<file path="src/rtl/fcd_pkg.sv">
// Shared types and constants for the frame check and dispatch block.
package fcd_pkg;

  // Longest payload a frame may announce (default of the top-level parameter)
  localparam int unsigned MaxPayloadDef = 16;

  // Field and state widths
  localparam int unsigned ByteW  = 8;
  localparam int unsigned CountW = 5;
  localparam int unsigned EventW = 2;

  // Configuration port
  localparam int unsigned ApbAddrW = 3;
  localparam int unsigned ApbDataW = 32;
  localparam logic [ApbAddrW-1:0] RegStartValueAddr = 3'd0;
  localparam logic [ByteW-1:0]    StartValueRst     = 8'hFE;

  // Function byte that selects the LED on/off command
  localparam logic [ByteW-1:0] FuncLed = 8'h00;

  // Parse phase
  typedef enum logic [2:0] {
    PH_IDLE,
    PH_LEN,
    PH_FUNC,
    PH_DATA,
    PH_SUM
  } phase_e;

  // Verdict code
  typedef enum logic [EventW-1:0] {
    EV_ERROR   = 2'd0,
    EV_LED     = 2'd1,
    EV_UNKNOWN = 2'd2
  } event_e;

  // Verdict produced by the parser for one item
  typedef struct packed {
    logic             valid;
    event_e           event_code;
    logic [ByteW-1:0] function_code;
  } fcd_res_t;

endpackage

</file>
<file path="src/rtl/fcd_if.sv">
// Valid/ready channel interfaces for received bytes and verdicts.
interface fcd_byte_if;
  logic       valid;
  logic       ready;
  logic [7:0] rx_byte;
  logic       first_byte;

  modport source (output valid, output rx_byte, output first_byte, input ready);
  modport sink   (input valid, input rx_byte, input first_byte, output ready);
endinterface

interface fcd_verdict_if;
  logic       valid;
  logic       ready;
  logic [1:0] event_code;
  logic [7:0] function_code;

  modport source (output valid, output event_code, output function_code, input ready);
  modport sink   (input valid, input event_code, input function_code, output ready);
endinterface

</file>
<file path="src/rtl/fcd_parser.sv">
// Frame parser: phase, length count, running checksum and held function byte.
module fcd_parser #(
  parameter int unsigned MaxPayload = fcd_pkg::MaxPayloadDef
) (
  input  logic                        clk_i,
  input  logic                        rst_ni,
  input  logic                        step_i,
  input  logic [fcd_pkg::ByteW-1:0]   byte_i,
  input  logic                        first_i,
  input  logic [fcd_pkg::ByteW-1:0]   start_value_i,
  output fcd_pkg::fcd_res_t           res_o
);

  localparam logic [fcd_pkg::ByteW-1:0] MaxLen = fcd_pkg::ByteW'(MaxPayload);

  fcd_pkg::phase_e                 phase_q, phase_d;
  logic [fcd_pkg::CountW-1:0]      left_q, left_d;
  logic [fcd_pkg::ByteW-1:0]       sum_q, sum_d;
  logic [fcd_pkg::ByteW-1:0]       func_q, func_d;
  logic [fcd_pkg::ByteW-1:0]       sum_add;
  logic [fcd_pkg::CountW-1:0]      left_dec;

  assign sum_add  = sum_q + byte_i;
  assign left_dec = left_q - 1'b1;

  // Next state
  always_comb begin
    phase_d = phase_q;
    left_d  = left_q;
    sum_d   = sum_q;
    func_d  = func_q;
    if (first_i) begin
      func_d = '0;
      left_d = '0;
      if (byte_i != start_value_i) begin
        sum_d   = '0;
        phase_d = fcd_pkg::PH_IDLE;
      end else begin
        sum_d   = byte_i;
        phase_d = fcd_pkg::PH_LEN;
      end
    end else begin
      unique case (phase_q)
        fcd_pkg::PH_LEN: begin
          if (byte_i > MaxLen) begin
            phase_d = fcd_pkg::PH_IDLE;
          end else begin
            sum_d   = sum_add;
            left_d  = byte_i[fcd_pkg::CountW-1:0];
            phase_d = fcd_pkg::PH_FUNC;
          end
        end
        fcd_pkg::PH_FUNC: begin
          func_d  = byte_i;
          sum_d   = sum_add;
          phase_d = (left_q != '0) ? fcd_pkg::PH_DATA : fcd_pkg::PH_SUM;
        end
        fcd_pkg::PH_DATA: begin
          sum_d  = sum_add;
          left_d = left_dec;
          if (left_dec == '0) begin
            phase_d = fcd_pkg::PH_SUM;
          end
        end
        fcd_pkg::PH_SUM: begin
          phase_d = fcd_pkg::PH_IDLE;
        end
        default: begin
          phase_d = fcd_pkg::PH_IDLE;
        end
      endcase
    end
  end

  // Verdict for the current byte
  always_comb begin
    res_o.valid         = 1'b0;
    res_o.event_code    = fcd_pkg::EV_ERROR;
    res_o.function_code = '0;
    if (first_i) begin
      res_o.valid = (byte_i != start_value_i);
    end else begin
      unique case (phase_q)
        fcd_pkg::PH_LEN: begin
          res_o.valid = (byte_i > MaxLen);
        end
        fcd_pkg::PH_SUM: begin
          res_o.valid         = 1'b1;
          res_o.function_code = func_q;
          if (byte_i != sum_q) begin
            res_o.event_code = fcd_pkg::EV_ERROR;
          end else if (func_q == fcd_pkg::FuncLed) begin
            res_o.event_code = fcd_pkg::EV_LED;
          end else begin
            res_o.event_code = fcd_pkg::EV_UNKNOWN;
          end
        end
        default: begin
          res_o.valid = 1'b0;
        end
      endcase
    end
  end

  // State registers, updated once per processed byte
  always_ff @(posedge clk_i or negedge rst_ni) begin
    if (!rst_ni) begin
      phase_q <= fcd_pkg::PH_IDLE;
      left_q  <= '0;
      sum_q   <= '0;
      func_q  <= '0;
    end else if (step_i) begin
      phase_q <= phase_d;
      left_q  <= left_d;
      sum_q   <= sum_d;
      func_q  <= func_d;
    end
  end

endmodule

</file>
<file path="src/rtl/frame_check_and_dispatch_core.sv">
// Top level of the frame check and dispatch block.
//
// Usage: received bytes enter on in_i (rx_byte, first_byte), one item per
// byte; first_byte marks the start of a new buffer and restarts the parse.
// A frame is start byte, length, function byte, payload, checksum. For
// each frame one verdict item leaves on out_o: event_code (frame error,
// LED on/off command, unknown function) and the function byte (0 if none).
// Bytes after a verdict are dropped until the next first_byte.
// The start value is set through the APB port (register 0, reset 0xFE).
// Path: an accepted item sits in the input register, is parsed
// combinationally and its verdict is loaded into the result register for out_o.
// Throughput: one byte per cycle while out_o is not held off; the parse state
// loop is a single 8-bit add and compare per byte.
// Stalls: while out_o is held off, one more byte is taken into the input
// register; in_i.ready then drops until the result is taken.
// Reset: rst_ni clears the parse state, both registers' valid flags and
// restores the start value; no results are pending after reset.
module frame_check_and_dispatch_core #(
  parameter int unsigned MaxPayload = fcd_pkg::MaxPayloadDef
) (
  input  logic                           clk_i,
  input  logic                           rst_ni,
  // Configuration port
  input  logic                           psel,
  input  logic                           penable,
  input  logic                           pwrite,
  input  logic [fcd_pkg::ApbAddrW-1:0]   paddr,
  input  logic [fcd_pkg::ApbDataW-1:0]   pwdata,
  output logic [fcd_pkg::ApbDataW-1:0]   prdata,
  output logic                           pready,
  // Byte and verdict channels
  fcd_byte_if.sink                       in_i,
  fcd_verdict_if.source                  out_o
);

  logic [fcd_pkg::ByteW-1:0] start_value_q;
  logic                      in_vld_q;
  logic [fcd_pkg::ByteW-1:0] in_byte_q;
  logic                      in_first_q;
  logic                      out_vld_q;
  fcd_pkg::event_e           out_event_q;
  logic [fcd_pkg::ByteW-1:0] out_func_q;
  logic                      advance;
  logic                      cfg_wr;
  fcd_pkg::fcd_res_t         res;

  // Configuration register
  assign pready = 1'b1;
  assign cfg_wr = psel && penable && pwrite && (paddr == fcd_pkg::RegStartValueAddr);

  always_ff @(posedge clk_i or negedge rst_ni) begin
    if (!rst_ni) begin
      start_value_q <= fcd_pkg::StartValueRst;
    end else if (cfg_wr) begin
      start_value_q <= pwdata[fcd_pkg::ByteW-1:0];
    end
  end

  always_comb begin
    prdata = '0;
    if (paddr == fcd_pkg::RegStartValueAddr) begin
      prdata = fcd_pkg::ApbDataW'(start_value_q);
    end
  end

  // Handshake: the held byte moves on when the result register can take it
  assign advance    = in_vld_q && (!out_vld_q || out_o.ready);
  assign in_i.ready = !in_vld_q || advance;

  // Input register
  always_ff @(posedge clk_i or negedge rst_ni) begin
    if (!rst_ni) begin
      in_vld_q <= 1'b0;
    end else if (in_i.ready) begin
      in_vld_q <= in_i.valid;
    end
  end

  always_ff @(posedge clk_i) begin
    if (in_i.valid && in_i.ready) begin
      in_byte_q  <= in_i.rx_byte;
      in_first_q <= in_i.first_byte;
    end
  end

  fcd_parser #(
    .MaxPayload (MaxPayload)
  ) u_parser (
    .clk_i         (clk_i),
    .rst_ni        (rst_ni),
    .step_i        (advance),
    .byte_i        (in_byte_q),
    .first_i       (in_first_q),
    .start_value_i (start_value_q),
    .res_o         (res)
  );

  // Result register
  always_ff @(posedge clk_i or negedge rst_ni) begin
    if (!rst_ni) begin
      out_vld_q <= 1'b0;
    end else if (advance && res.valid) begin
      out_vld_q <= 1'b1;
    end else if (out_o.ready) begin
      out_vld_q <= 1'b0;
    end
  end

  always_ff @(posedge clk_i) begin
    if (advance && res.valid) begin
      out_event_q <= res.event_code;
      out_func_q  <= res.function_code;
    end
  end

  assign out_o.valid         = out_vld_q;
  assign out_o.event_code    = out_event_q;
  assign out_o.function_code = out_func_q;

endmodule
</file>
<file path="src/flat_wrapper.sv">
// flat-port wrapper written by rule: the top's interface ports become plain ports
module frame_check_and_dispatch_core_flat 
#(
  parameter int unsigned MaxPayload = fcd_pkg::MaxPayloadDef
)
  (clk_i, rst_ni, psel, penable, pwrite, paddr, pwdata, prdata, pready, in_i_valid, in_i_rx_byte, in_i_first_byte, in_i_ready, out_o_valid, out_o_event_code, out_o_function_code, out_o_ready);
  fcd_byte_if in_i_i ();
  fcd_verdict_if out_o_i ();
  input  logic clk_i;
  input  logic rst_ni;
  input  logic psel;
  input  logic penable;
  input  logic pwrite;
  input  logic [fcd_pkg::ApbAddrW-1:0] paddr;
  input  logic [fcd_pkg::ApbDataW-1:0] pwdata;
  output logic [fcd_pkg::ApbDataW-1:0] prdata;
  output logic pready;
  input wire logic [$bits(in_i_i.valid)-1:0] in_i_valid;
  input wire logic [$bits(in_i_i.rx_byte)-1:0] in_i_rx_byte;
  input wire logic [$bits(in_i_i.first_byte)-1:0] in_i_first_byte;
  output wire logic [$bits(in_i_i.ready)-1:0] in_i_ready;
  output wire logic [$bits(out_o_i.valid)-1:0] out_o_valid;
  output wire logic [$bits(out_o_i.event_code)-1:0] out_o_event_code;
  output wire logic [$bits(out_o_i.function_code)-1:0] out_o_function_code;
  input wire logic [$bits(out_o_i.ready)-1:0] out_o_ready;
  assign in_i_i.valid = in_i_valid;
  assign in_i_i.rx_byte = in_i_rx_byte;
  assign in_i_i.first_byte = in_i_first_byte;
  assign in_i_ready = in_i_i.ready;
  assign out_o_valid = out_o_i.valid;
  assign out_o_event_code = out_o_i.event_code;
  assign out_o_function_code = out_o_i.function_code;
  assign out_o_i.ready = out_o_ready;
  frame_check_and_dispatch_core #(.MaxPayload(MaxPayload)) u_core (.clk_i(clk_i), .rst_ni(rst_ni), .psel(psel), .penable(penable), .pwrite(pwrite), .paddr(paddr), .pwdata(pwdata), .prdata(prdata), .pready(pready), .in_i(in_i_i), .out_o(out_o_i));
endmodule
</file>
<file path="config.mk">
export PLATFORM = sky130hd
export DESIGN_NAME = frame_check_and_dispatch_core_flat
export DESIGN_NICKNAME = d
export VERILOG_FILES = /design/src/rtl/fcd_pkg.sv /design/src/rtl/fcd_if.sv /design/src/rtl/fcd_parser.sv /design/src/rtl/frame_check_and_dispatch_core.sv /design/src/flat_wrapper.sv
export SDC_FILE = /design/constraint.sdc
export NUM_CORES = 1
export LEC_CHECK = 0
export ABC_AREA = 1
export ABC_CLOCK_PERIOD_IN_PS = 1700
export CAP_MARGIN = 20
export CELL_PAD_IN_SITES_DETAIL_PLACEMENT = 0
export CELL_PAD_IN_SITES_GLOBAL_PLACEMENT = 1
export CORE_MARGIN = 2
export CORE_UTILIZATION = 40
export DETAILED_ROUTE_END_ITERATION = 16
export DONT_BUFFER_PORTS = 1
export PLACE_DENSITY_LB_ADDON = 0.1
export SLEW_MARGIN = 20
export SYNTH_ARGS = -nofsm -noshare
export SYNTH_HDL_FRONTEND = slang
export SYNTH_SLANG_ARGS = --single-unit
</file>
<file path="constraint.sdc">
create_clock -name clk_i -period 1.7 [get_ports clk_i]
set_input_delay 0.255 -clock clk_i [delete_from_list [all_inputs] [get_ports clk_i]]
set_output_delay 0.255 -clock clk_i [all_outputs]
set_load 0.005 [all_outputs]
</file>
==> impl_metrics.json <==
{
  "hold_path_class": "in2reg",
  "h-tree-depth": 2,
  "drt_wl_total_um": 7360,
  "final_cells": 547,
  "netlist_area_sq_um": 3230,
  "postSynthCellCount": 412,
  "clk_latency_ps": 310,
  "vias_per_cell": 4.76,
  "outcome": "finished with violations",
  "synth-compound-area-share": 0.0667,
  "initial_core_util": 0.415,
  "synth_cell_type_count": 37,
  "post_drt_wl_per_cell_um": 13.5,
  "dpl.cell_count": 528,
  "fin_skew_ps": 14.4,
  "worst_pin_slew_ps": 489,
  "path_class": "reg2reg",
  "gp_congestion": 0.837,
  "synth_top_family_by_area": "simple AND/OR/NAND/NOR gates",
  "row_count": 32,
  "antennaDiodeCount": 0,
  "critPathLaunchType": "flip-flop",
  "drv_slew": 0,
  "setup_violations": 10,
  "cts_inserted_buffers": 5,
  "synth.yosys.warnings": 0,
  "ys_seq_area_frac": 0.443,
  "io_buffers": 0,
  "cp_max_fo": 10,
  "num_vias": 2602,
  "dp.final_hpwl_um": 5330,
  "fillers": 806,
  "relSlewSlack": 0.671,
  "syn2layout_area_growth_pct": 13.7,
  "grt_max_degree": 35,
  "synthMuxAreaShare": 0,
  "irDropWorstVdd_v": 0.000443,
  "root_buffer": "clkbuf_8",
  "p_per_area_nw_per_um2": 1170,
  "fp.dieH_um": 93.8,
  "clkSinkCount": 53,
  "hold_viol": 0,
  "crit_arrival_ps": 1750,
  "yosys.area_share.simple": 0.299,
  "worst_slack_ps": -14.1,
  "cp-end-kind": "flip-flop",
  "pre_cts_slack_ps": -25.1,
  "fmax_mhz": 583,
  "cts_buffer_depth": 2,
  "drive_gt1_frac": 0.202,
  "clk_pin_slew_ps": 110,
  "nets": 505,
  "synth_fa_ha_area_frac": 0.0411,
  "finalCritPeriodShare": 1.01,
  "overflow": 0,
  "core_area_sq_um": 7770,
  "ant_nets": 0,
  "syn_area_per_cell_sq_um": 7.83,
  "grt_pass1_vias": 2427,
  "finalCriticalPeriod_ps": 1710,
  "die_w_um": 93.8,
  "grt_pass1_wl_um": 11800,
  "ios": 96,
  "grt_antenna_before_repair": 0,
  "firstDrtPassIters": 5,
  "power.static_leakage_nw": 1.78,
  "ys_ff_latch": 53,
  "die-area_sq_um": 8800,
  "drtIter0Drc": 123,
  "track_usage": 0.172,
  "cap_violations": 0,
  "rsz0062_at_grt": "true",
  "synth-xor-area-share": 0.0136,
  "cp.required_ps": 1730,
  "cts_tree": "built",
  "violations": "negative setup slack",
  "drc": 0
}
## final timing paths
path	from	endpoint	slack (ps)	cells after the start
setup / recovery	u_core.in_byte_q[0]	u_core.out_o.event_code[1]	-10	10
hold reg to reg	u_core.start_value_q[5]	u_core.start_value_q[5]	500	2
hold / removal	in_i_rx_byte[1]	u_core.in_byte_q[1]	30	0
min in group asynchronous	rst_ni	u_core.start_value_q[0]	420	2
max in group asynchronous	rst_ni	u_core.start_value_q[6]	1030	2
setup reg to reg	u_core.in_byte_q[0]	u_core.out_o.event_code[1]	-10	10
## synthesized netlist by cell type
master / number / share of area
clkinv_1: 1 / 0.0012
clkbuf_1: 1 / 0.0012
or2_2: 2 / 0.0039
or3_1: 1 / 0.0019
o21ai_2: 3 / 0.0081
nor2_1: 41 / 0.048
nand3b_1: 2 / 0.0047
nor2_8: 1 / 0.0062
inv_2: 2 / 0.0023
edfxtp_1: 19 / 0.18
nand3_4: 1 / 0.0054
nor2_2: 1 / 0.0019
o21ai_1: 6 / 0.0093
nand2_1: 125 / 0.15
nand3_1: 28 / 0.043
o22ai_1: 2 / 0.0039
a21oi_1: 8 / 0.012
dfstp_2: 7 / 0.057
xor2_1: 4 / 0.011
ha_1: 9 / 0.035
xnor2_1: 1 / 0.0027
nand3_2: 2 / 0.0062
o211ai_1: 1 / 0.0023
inv_4: 1 / 0.0019
fa_1: 1 / 0.0062
o21ai_0: 18 / 0.028
inv_1: 49 / 0.057
conb_1: 2 / 0.0023
dfrtp_1: 27 / 0.21
nand4_1: 2 / 0.0039
buf_4: 27 / 0.063
nor2_4: 2 / 0.0070
nor4_1: 3 / 0.0058
nor3_1: 4 / 0.0062
buf_6: 2 / 0.0070
nand2_2: 5 / 0.0097
o21a_2: 1 / 0.0027
## report_power, final
part	leakage [nW]	total, mW	switching [mW]	internal [mW]
clock network	0.0364	0.733	0.443	0.290
registers	0.607	1.87	0.207	1.66
logic	1.14	1.69	1.00	0.689
## layer usage
| metal | part of all wire | vias to the layer above | global-route usage |
|---|---|---|---|
| li1 | - | 1321 | - |
| met1 | 0.47 | 1186 | 0.227 |
| met2 | 0.47 | 85 | 0.293 |
| met3 | 0.041 | 10 | 0.0289 |
| met4 | 0.013 | 0 | 0.0399 |
| met5 | 0 | - | 0 |
## cell families (layout without fill, tap and decap cells)
kind of cell	after synthesis	after routing
other cells	2	25
simple gates	220	221
fa+ha+maj	10	10
compound gates	39	39
flops	53	53
xor+xnor	5	5
buf+inv	83	92
## through the flow
step                total power, mW  utilization  setup TNS [ps]  hold slack (ps)  area [sq um]
CTS                            4.19        0.454            -144             24.7          3520
global route                   4.67        0.472           -1380             12.5          3670
floorplan                      3.01            -               0            -40.6          3310
finish                         4.30        0.472            -121             28.2          3670
global placement               3.39        0.436           -64.3            -38.7          3380
detailed placement             3.41        0.436            -173            -39.1          3380
## cells in the final DEF, fill, tap and decap left out, types with 4 or more instances in the layout
cell type  netlist  final
a21oi_1          8      5
nor2_2           1      4
nor2_1          41     38
inv_2            2      6
o21ai_1          6      6
edfxtp_1        19     19
conb_1           2     25
dfstp_2          7      7
ha_1             9      5
clkbuf_8         0      5
o21ai_0         18     18
dfrtp_1         27     26
buf_4           27     28
nand2_1        125    122
nor3_1           4      4
nand3_1         28     26
inv_1           49     45
nand2_2          5      8
## final cells by class
cell class                 instances  area, sq um  area share
clock buffer                       5         68.8      0.0188
clock inverter                     3         22.5     0.00614
inverter                          53          204      0.0556
multi-input combinational        300         1550       0.423
sequential                        53         1430       0.390
tap                              102          128      0.0348
timing repair buffer              31          260      0.0710
## flip-flops by register name (all words and copies together), names as in the netlist
signal / cells
u_core.in_vld_q: 1
u_core.u_parser.left_q: 5
u_core.out_o.function_code: 8
u_core.out_o.valid: 1
u_core.u_parser.phase_q: 3
u_core.u_parser.func_q: 8
u_core.in_byte_q: 8
u_core.u_parser.sum_q: 8
u_core.out_o.event_code: 2
u_core.in_first_q: 1
u_core.start_value_q: 8
## timing repair
action,in CTS,in global routing
hold buffers,2,0
pin swaps,1,7
cloned,0,1
hold endpoints to repair,34,0
gates resized for setup,7,20
endpoints found under the setup margin,14,27
buffers inserted,1,7
## worst max-delay path, stage by stage (launching register included)
cell and delay [ps]:
edfxtp_1 480, buf_4 160, nor2_2 30, nor2_2 120, nor2_1 50, nand2_1 110
nor2_4 50, nand2_2 70, nand2_2 70, nor2_2 160, buf_12 150
Power figures use the tool's default switching activity.
